==> config.mk <==
export PLATFORM = sky130hd
export DESIGN_NAME = plgl_front
export DESIGN_NICKNAME = d
export VERILOG_FILES = /design/src/design/plgl_pkg.sv /design/src/design/plgl_front.sv
export SDC_FILE = /design/constraint.sdc
export NUM_CORES = 1
export LEC_CHECK = 0
export BUFFER_PORTS_ARGS = -buffer_cell sky130_fd_sc_hd__clkbuf_2
export CAP_MARGIN = 20
export CORE_ASPECT_RATIO = 0.8
export CORE_MARGIN = 2
export CORE_UTILIZATION = 40
export DETAILED_ROUTE_END_ITERATION = 7
export MAX_ROUTING_LAYER = met4
export PLACE_DENSITY = 0.71
export REMOVE_ABC_BUFFERS = 1
export SYNTH_ARGS = -nofsm -noshare
export SYNTH_HDL_FRONTEND = slang
export SYNTH_SLANG_ARGS = --single-unit
==> constraint.sdc <==
create_clock -name clk -period 3.8 [get_ports clk]
set_clock_uncertainty 0.2 [all_clocks]
set_input_delay 0.76 -clock clk [delete_from_list [all_inputs] [get_ports clk]]
set_output_delay 0.76 -clock clk [all_outputs]
set_load 0.05 [all_outputs]
==> src/design/plgl_pkg.sv <==
// ----------------------------------------------------------------------------
// plgl_pkg: shared types and constants for the piecewise-linear gain lookup
// Table geometry, command and region codes, queue item layout, divider sizes.
// ----------------------------------------------------------------------------
package plgl_pkg;

  // Table geometry
  localparam int MAX_POINTS = 32;
  localparam int IDX_W      = $clog2(MAX_POINTS);
  localparam int VAL_W      = 32;
  localparam int PTS_W      = 6;
  localparam logic [PTS_W-1:0] PTS_RESET = 6'd30;

  // Input command codes
  localparam logic [1:0] CMD_WR_BP   = 2'd0;
  localparam logic [1:0] CMD_WR_GAIN = 2'd1;
  localparam logic [1:0] CMD_EVAL    = 2'd2;

  // Result region codes
  localparam logic [1:0] REG_INTERIOR = 2'd0;
  localparam logic [1:0] REG_LOW      = 2'd1;
  localparam logic [1:0] REG_HIGH     = 2'd2;
  localparam logic [1:0] REG_NONE     = 2'd3;

  // Saturation limits
  localparam logic [VAL_W-1:0] GAIN_MAX = 32'h7fff_ffff;
  localparam logic [VAL_W-1:0] GAIN_MIN = 32'h8000_0000;

  // Front-to-back queue
  localparam int QDEPTH = 2;
  localparam int QAW    = $clog2(QDEPTH);
  localparam int QCW    = $clog2(QDEPTH + 1);

  // Serial divider: 65-bit product over 32-bit span, 33-bit quotient
  localparam int DIVD_W    = 65;
  localparam int DIVS_W    = 32;
  localparam int QUO_W     = 33;
  localparam int DIV_STEPS = 33;
  localparam int DIV_CNT_W = 6;

  typedef struct packed {
    logic [1:0]              op;
    logic [IDX_W-1:0]        idx;
    logic signed [VAL_W-1:0] value;
  } q_item_t;

endpackage

==> src/design/plgl_front.sv <==
// ----------------------------------------------------------------------------
// plgl_front: input acceptance, classification and two-entry queue
// Drops unused commands and out-of-range writes, queues the rest for the back.
// ----------------------------------------------------------------------------
module plgl_front (
  input  logic                          clk,
  input  logic                          rst_n,
  input  logic                          in_tvalid,
  output logic                          in_tready,
  input  logic [1:0]                    in_cmd,
  input  logic [plgl_pkg::IDX_W-1:0]    in_entry,
  input  logic [plgl_pkg::VAL_W-1:0]    in_value,
  output logic                          q_valid,
  input  logic                          q_ready,
  output plgl_pkg::q_item_t             q_item
);
  import plgl_pkg::*;

  q_item_t          fifo_mem [QDEPTH];
  logic [QAW-1:0]   wr_ptr_r, wr_ptr_nxt;
  logic [QAW-1:0]   rd_ptr_r, rd_ptr_nxt;
  logic [QCW-1:0]   count_r, count_nxt;
  logic             accept, keep, push, pop;
  q_item_t          new_item;

  // Classify the incoming beat
  always_comb begin
    keep = 1'b0;
    case (in_cmd)
      CMD_WR_BP, CMD_WR_GAIN: keep = (32'(in_entry) < MAX_POINTS);
      CMD_EVAL:               keep = 1'b1;
      default:                keep = 1'b0;
    endcase
  end

  assign in_tready = (count_r != QCW'(QDEPTH));
  assign accept    = in_tvalid && in_tready;
  assign push      = accept && keep;
  assign q_valid   = (count_r != '0);
  assign pop       = q_valid && q_ready;
  assign q_item    = fifo_mem[rd_ptr_r];

  assign new_item.op    = in_cmd;
  assign new_item.idx   = in_entry;
  assign new_item.value = $signed(in_value);

  // Pointer and fill bookkeeping
  always_comb begin
    wr_ptr_nxt = wr_ptr_r;
    rd_ptr_nxt = rd_ptr_r;
    count_nxt  = count_r;
    if (push) begin
      wr_ptr_nxt = (wr_ptr_r == QAW'(QDEPTH - 1)) ? '0 : wr_ptr_r + 1'b1;
    end
    if (pop) begin
      rd_ptr_nxt = (rd_ptr_r == QAW'(QDEPTH - 1)) ? '0 : rd_ptr_r + 1'b1;
    end
    if (push && !pop) begin
      count_nxt = count_r + 1'b1;
    end else if (pop && !push) begin
      count_nxt = count_r - 1'b1;
    end
  end

  always_ff @(posedge clk) begin
    if (!rst_n) begin
      wr_ptr_r <= '0;
      rd_ptr_r <= '0;
      count_r  <= '0;
    end else begin
      wr_ptr_r <= wr_ptr_nxt;
      rd_ptr_r <= rd_ptr_nxt;
      count_r  <= count_nxt;
    end
  end

  // Queue storage
  always_ff @(posedge clk) begin
    if (push) begin
      fifo_mem[wr_ptr_r] <= new_item;
    end
  end

endmodule

* Word-level counts from Yosys, hierarchy flattened
Memories as Yosys holds them, arrays and structs flattened. A register that Yosys moved wholly into a read port is not among the register bits.
Index checks and enable logic that the tools add are counted.
** Cells by class
- Add/subtract/negate cells :: 4
- Multipliers :: 0
- Div/mod/pow operators :: 0
- $lt $le $gt $ge :: 0
- Eq/ne operators :: 3
- Shift operators :: 0
- Mux-type cells :: 9
- Bitwise operators :: 0
- Reduce and logical (&&, ||, !) cells :: 11
** Operators by type and width (count)
- 2-to-1 mux 1 bit :: 7
- logical AND 1 bit :: 5
- 2-to-1 mux 2 bit :: 2
- nonzero test 2 bit :: 2
- OR reduction 3 bit :: 1
- adder 1 bit, second input constant :: 2
- adder 2 x 1 -> 2 bit, second input constant :: 1
- equality test 2 x 1 -> 1 bit, second input constant :: 1
- equality test 2 bit, second input constant :: 1
- zero test 1 bit :: 2
- zero test 2 bit :: 1
- != test 2 bit, second input constant :: 1
- subtractor 2 x 1 -> 2 bit, second input constant :: 1
** Storage, ports and cells
- Flip-flop bits (word level) :: 4
- Bits in latches :: 0
- Memory bits (writable) :: 78
- Memory bits (read-only) :: 0
- Input port bits :: 43
- Output and inout port bits :: 41
- Word-level logic and storage cells :: 31
- Memories :: 1
** Memories
- fifo_mem :: depth 2, bits a word 39, read ports 1, clocked after Yosys merged registers in 1, wr ports 1, RTL line plgl_front.sv:19 : q_item_t fifo_mem [QDEPTH];

* Logic depth before layout (Yosys ltp)
Gate-level depths: netlist of the first run.
- Depth after elaboration :: 8
- Gate-level depth with buffers :: 6
- Mapped depth without buffers :: 6

* Worst setup path before layout of the first run
No wires, ideal clock.
- Path type :: register to register
- From :: reg count_r[0]
- To :: mem fifo_mem[0][0] (netlist bit) (enable)
- Arrival time :: 2928 ps
- Required time :: 3160 ps
- Setup slack :: 232 ps
- Stages on the path, launching flop included :: 4
- Buffers on the path :: 0
- Clock period less this slack :: 3568 ps
- Cells stage by stage :: dfxtp_1 -> nand2b_1 -> and3_1 -> nor2b_1
** On the way
- Cells in the longest elaborated chain, start to end :: 5
** Ends and longest elaborated chain
- start, declared :: RTL line plgl_front.sv:22 : logic [QCW-1:0] count_r, count_nxt;
- start signal, assigned :: RTL line plgl_front.sv:73 : count_r <= count_nxt;
- != test 2 bit :: RTL line plgl_front.sv:36 : assign in_tready = (count_r != QCW'(QDEPTH));
- net in_tready :: RTL line plgl_front.sv:9 : output logic in_tready,
- logical AND 1 bit :: RTL line plgl_front.sv:37 : assign accept = in_tvalid && in_tready;
- logical AND 1 bit :: RTL line plgl_front.sv:38 : assign push = accept && keep;
- net push :: RTL line plgl_front.sv:23 : logic accept, keep, push, pop;
- 2-to-1 mux 1 bit :: RTL line plgl_front.sv:79 : if (push) begin
- 2-to-1 mux 1 bit (not written as such) :: RTL line plgl_front.sv:80 : fifo_mem[wr_ptr_r] <= new_item;
- end, declared :: RTL line plgl_front.sv:19
The timed path passes the listed nets, and every way through them passes these cells.

==> run summary, run 1 <==
outcome: finished clean
antenna violations before repair: 0
mapped cell area: 0.00304 sq mm
Period minus WS final: 2.95 ns
initial DRC count: 60
Final Util: 51.3%
cts hold-fix bufs: 0
TritonCTS clock tree: built
Max Clock Freq: 339 MHz
HPWL after DPL: 3.16 mm
Worst VDD drop: 425 uV
setup ws final: 0.849 ns
RSZ-0062 raised after global routing: false
CP max-delay cell: dfxtp_2
Root Buffer Master: clkbuf_8
DP Cell Count: 331
PortBufs: 83
MaxCap Viol Count: 0
Vias: 1587
io pins: 84
Resized cells post-CTS: 0
# Post-CTS Setup Buffers: 0
Worst-Margin Slew: 0.947 ns
most frequent cells in the layout: clkbuf_2 (83), edfxtp_1 (78), mux2_2 (39)
max incr delay on CP: 0.95 ns
sequential element share of the synthesized area: 80.3%
P&R area growth vs syn: 24.7%
critical path startpoint category: flop
Post-DRT Antenna Nets: 0
die area: 0.00833 sq mm
H-Tree Depth: 3
Cells after Synth: 146
vias in the first global route: 1527
Fin. Hold Viols: 0
FF+latch count, synth: 83
CP arrival: 1.99 ns
Residual DRC: 0
CP Max Fanout: 39
most common cell after layout, fill and taps aside: clkbuf_2
Max clock buf depth: 2
crit-path cells: mux2_2, clkbuf_2
Die Ht: 82.0 um
wirelength, routed: 4.95 mm
final cell count without fillers: 347
layout net count: 281
fin. max-slew vios: 0
clock latency on the worst-skew pair: 0.34 ns
fraction of layout cells with a size suffix above 1: 59.1%
number of buffers created by CTS: 9
largest net degree at the start of global routing: 40
Crit Path Class: flop to output port
first-pass GRT wire length: 7.38 mm
leak pwr: 1.42 nW
synth warn: 0
Clock Sinks: 83
GRT Total Usage: 12.8%
Max-slew headroom: 36.9%
DR WL/cell: 14.3 um
drt via density: 4.57
dpl ws: 1.16 ns
Netlist cell types: 19
final setup vio count: 0
Worst-path clk slew: 0.07 ns
worst hold path class: flop to flop
n_diodes: 0
Die X: 102 um
Starting Density: 41.2%
Core Area: 0.00739 sq mm
drt first pass iters: 4
global route overflow: 0
crit end category: output port
critical path data required time: 2.84 ns
Avg Cell Area, Syn: 20.8 sq um
Pwr Density: 746 mW/mm^2
setup TNS: 0 ns
fin crit share: 77.6%
FP Rows: 28
gpl congestion: 0.700
==> power by group <==
group	switching (mW)	leakage (nW)	total, mW	internal [mW]
Clock	0.310	0.0958	0.616	0.306
Combinational	0.695	0.559	0.993	0.298
Sequential	0.0914	0.763	1.22	1.13
Total	1.10	1.42	2.83	1.74
==> per-stage QoR <==
stage | hold WS, ns | power, mW | instance area [sq um]
CTS | 0.327 | 2.87 | 3790
global route | 0.363 | 2.97 | 3790
floorplan | 0.251 | 2.01 | 3020
detailed placement | 0.314 | 2.25 | 3590
global placement | 0.299 | 2.24 | 3590
finish | 0.326 | 2.83 | 3790
==> synth_stat cells, drive strengths merged <==
cell / n / share of area (%)
a21boi: 1 / 0.25
nor2b: 1 / 0.21
ha: 1 / 0.41
o21ai: 2 / 0.33
nand2b: 2 / 0.41
edfxtp: 78 / 77
or2: 1 / 0.21
buf: 4 / 0.82
xnor2: 2 / 0.58
nand2: 2 / 0.25
mux2i: 1 / 0.33
and2: 4 / 0.82
xor2: 1 / 0.29
dfxtp: 5 / 3.3
or3: 1 / 0.21
mux2: 39 / 14
and3: 1 / 0.21
==> path summary, 6_finish.rpt <==
| check | depth (start not counted) | slack, ns | startpoint | to |
|---|---|---|---|---|
| setup / recovery | 2 | 0.85 | flop | q_item[3] |
| hold / removal | 2 | 0.33 | wr_ptr_r | wr_ptr_r |
| setup reg to reg | 3 | 1.61 | count_r[0] | fifo_mem[1][6] |
| hold reg to reg | 2 | 0.33 | wr_ptr_r | wr_ptr_r |
==> cell type report <==
class,count,area [sq um]
Clock buffer,9,124
Timing Repair Buffer,84,435
Multi-Input combinational cell,59,584
Clock inverter,7,76.3
Tap cell,105,131
Sequential cell,83,2440
Fill cell,637,3600
==> worst max-delay path: cells and delay by family, from the launching register on <==
family | cells | cell delay (ns)
flops | 1 | 0.95
buf+inv | 1 | 0.24
mux | 1 | 0.44
==> cells by family after synthesis <==
group / share of synthesized area [%]
buffers and inverters: 0.822
AO/OA/AOI/OAI: 0.575
multiplexers: 14.8
flip-flops: 80.3
AND/OR/NAND/NOR: 2.30
XOR/XNOR: 0.864
adder cells (fa/ha/maj): 0.411
==> sequential cells by signal, indices dropped and copies added (netlist names), named ones only <==
signal and flops:
count_r 2, fifo_mem 78, wr_ptr_r 1, rd_ptr_r 1
==> routing by layer <==
layer | routed length [um] | track usage [%] | vias to the layer above
met4 | 42 | 3.65 | 0
met5 | 0 | - | -
met2 | 2220 | 19.3 | 70
met1 | 2250 | 15.2 | 758
li1 | - | - | 752
met3 | 437 | 6.38 | 7
No activity file was read; power rests on OpenSTA's default activity.
==> inputs of run 2 (changes only) <==
==> constraint.sdc (replaced) <==
create_clock -name clk -period 2.74 [get_ports clk]
set_clock_uncertainty 0.2 [all_clocks]
set_input_delay 0.548 -clock clk [delete_from_list [all_inputs] [get_ports clk]]
set_output_delay 0.548 -clock clk [all_outputs]
set_load 0.05 [all_outputs]
==> run summary, run 2 (synthesis gave the netlist of run 1 again) <==
antenna violations before repair: 0 (unchanged)
Max clock buf depth: 2 (unchanged)
Final Util: 51.2% (-0.10 points)
CP Max Fanout: 24 (-38%)
leak pwr: 1.42 nW (about the same)
Crit Path Class: flop to output port
PortBufs: 83 (unchanged)
fraction of layout cells with a size suffix above 1: 59.0% (-0.075 points)
crit-path cells: buf_4, mux2_2, clkbuf_2
largest net degree at the start of global routing: 40 (unchanged)
Fin. Hold Viols: 0 (unchanged)
area occupied by multi-input gates: 584 sq um (unchanged)
flop2flop setup slack: 0.86 ns (-0.75 ns)
Worst VDD drop: 705 uV (+66%)
worst hold path class: input port to flop
max incr delay on CP: 0.39 ns (-0.56 ns)
Max Clock Freq: 427 MHz
placed cell area: 0.00363 sq mm (+0.97%)
Starting Density: 41.2% (unchanged)
Period minus WS final: 2.34 ns
io pins: 84 (unchanged)
Root Buffer Master: clkbuf_8
initial DRC count: 26 (-57%)
CP max-delay cell: mux2_2
Max-slew headroom: 79.2% (+42 points)
Resized cells post-CTS: 0 (unchanged)
Fill cells: 642 (+0.78%)
Pwr Density: 1000 mW/mm^2 (+34%)
Die Ht: 82.0 um (unchanged)
most common cell after layout, fill and taps aside: clkbuf_2
drt via density: 4.52 (-1.1%)
max reg flops: 78 (unchanged)
Core Area: 0.00739 sq mm (unchanged)
RSZ-0062 raised after global routing: false
fin. max-slew vios: 0 (unchanged)
DR WL/cell: 14.3 um (+0.15%)
Residual DRC: 0 (unchanged)
Vias: 1578 (-0.57%)
global route overflow: 0 (unchanged)
final setup vio count: 0 (unchanged)
first-pass GRT wire length: 7.49 mm (+1.6%)
Worst-path clk slew: 0.08 ns (about the same)
most flop-heavy register: fifo_mem
Crit Reg-Reg Startpoint: count_r[0]
TritonCTS clock tree: built
Buf/Inv on CP: 2 (+1)
Clock Sinks: 83 (unchanged)
CP arrival: 1.59 ns (-0.40 ns)
Worst-Margin Slew: 0.312 ns (-0.635 ns)
critical path data required time: 1.99 ns (-0.85 ns)
FP Rows: 28 (unchanged)
Register Area: 0.00244 sq mm (unchanged)
reg2reg end: count_r[1]
n_diodes: 0 (unchanged)
P&R area growth vs syn: 24.5%
DP Cell Count: 334 (+0.91%)
H-Tree Depth: 3 (unchanged)
crit end category: output port
Largest regs: fifo_mem (78), count_r (2)
cts hold-fix bufs: 0 (unchanged)
Worst Setup EP: q_item[19]
die area: 0.00833 sq mm (unchanged)
fin crit share: 85.4%
final cell count without fillers: 349 (+0.58%)
family with the most delay on the worst path: buffers and inverters
# Post-CTS Setup Buffers: 0 (unchanged)
worst r2r path cells: 5 (+2)
critical path startpoint category: flop
Die X: 102 um (unchanged)
drt first pass iters: 4 (unchanged)
Final Instance Area: 0.00379 sq mm (-0.20%)
outcome: finished clean
CP Depth: 3 (+1)
gpl congestion: 0.718 (+2.6%)
Post-DRT Antenna Nets: 0 (unchanged)
number of buffers created by CTS: 9 (unchanged)
MaxCap Viol Count: 0 (unchanged)
GRT Total Usage: 12.9% (+0.11 points)
clock latency on the worst-skew pair: 0.33 ns (about the same)
wirelength, routed: 4.99 mm (+0.73%)
layout net count: 284 (+1.1%)
most frequent cells in the layout: clkbuf_2 (83), edfxtp_1 (78), mux2_2 (39)
vias in the first global route: 1575 (+3.1%)
==> run 2: worst min-delay path by stage <==
| stage | startpoint | end | slack (ns) | depth (start not counted) |
|---|---|---|---|---|
| 6_report | in_entry[2] | fifo_mem[0][34] | 0.19 | 1 |
| 2_1_floorplan | wr_ptr_r | wr_ptr_r | 0.25 | 2 |
| 3_5_place_dp | wr_ptr_r | wr_ptr_r | 0.31 | 2 |
| 3_3_place_gp | wr_ptr_r | wr_ptr_r | 0.30 | 2 |
| 4_1_cts | in_value[17] | fifo_mem[0][17] | 0.17 | 1 |
| 5_1_grt | in_value[17] | fifo_mem[0][17] | 0.17 | 1 |
==> run 2: power breakdown <==
group	switching [mW]	internal, mW	total (mW)
clock network	0.387	0.315	0.702
registers	0.0497	1.57	1.62
logic	1.04	0.431	1.47
total	1.48	2.32	3.80
==> run 2: final cells by class <==
cell class                      instances  share of cell area (%)
Sequential cell                        83                    64.5
Multi-Input combinational cell         59                    15.4
Timing Repair Buffer                   87                    12.4
Tap cell                              105                    3.47
Clock buffer                            9                    3.27
Clock inverter                          6                   0.892
==> run 2: stage by stage <==
stage          TNS, ns  total power [mW]  hold slack, ns  setup WS, ns
4_1_cts              0              3.85           0.175         0.366
6_report             0              3.80           0.194         0.399
3_5_place_dp         0              3.14           0.305         0.685
5_1_grt              0              3.96           0.173         0.324
3_3_place_gp         0              3.12           0.295         0.736
2_1_floorplan   -32.27              2.79           0.251        -0.828
==> run 2: routing by layer <==
| metal | wire length [um] | vias to the layer above | global-route usage (%) |
|---|---|---|---|
| met5 | 0 | - | - |
| met2 | 2300 | 64 | 19.7 |
| met3 | 422 | 4 | 6.30 |
| li1 | - | 752 | - |
| met4 | 31 | 0 | 3.65 |
| met1 | 2240 | 758 | 15.2 |
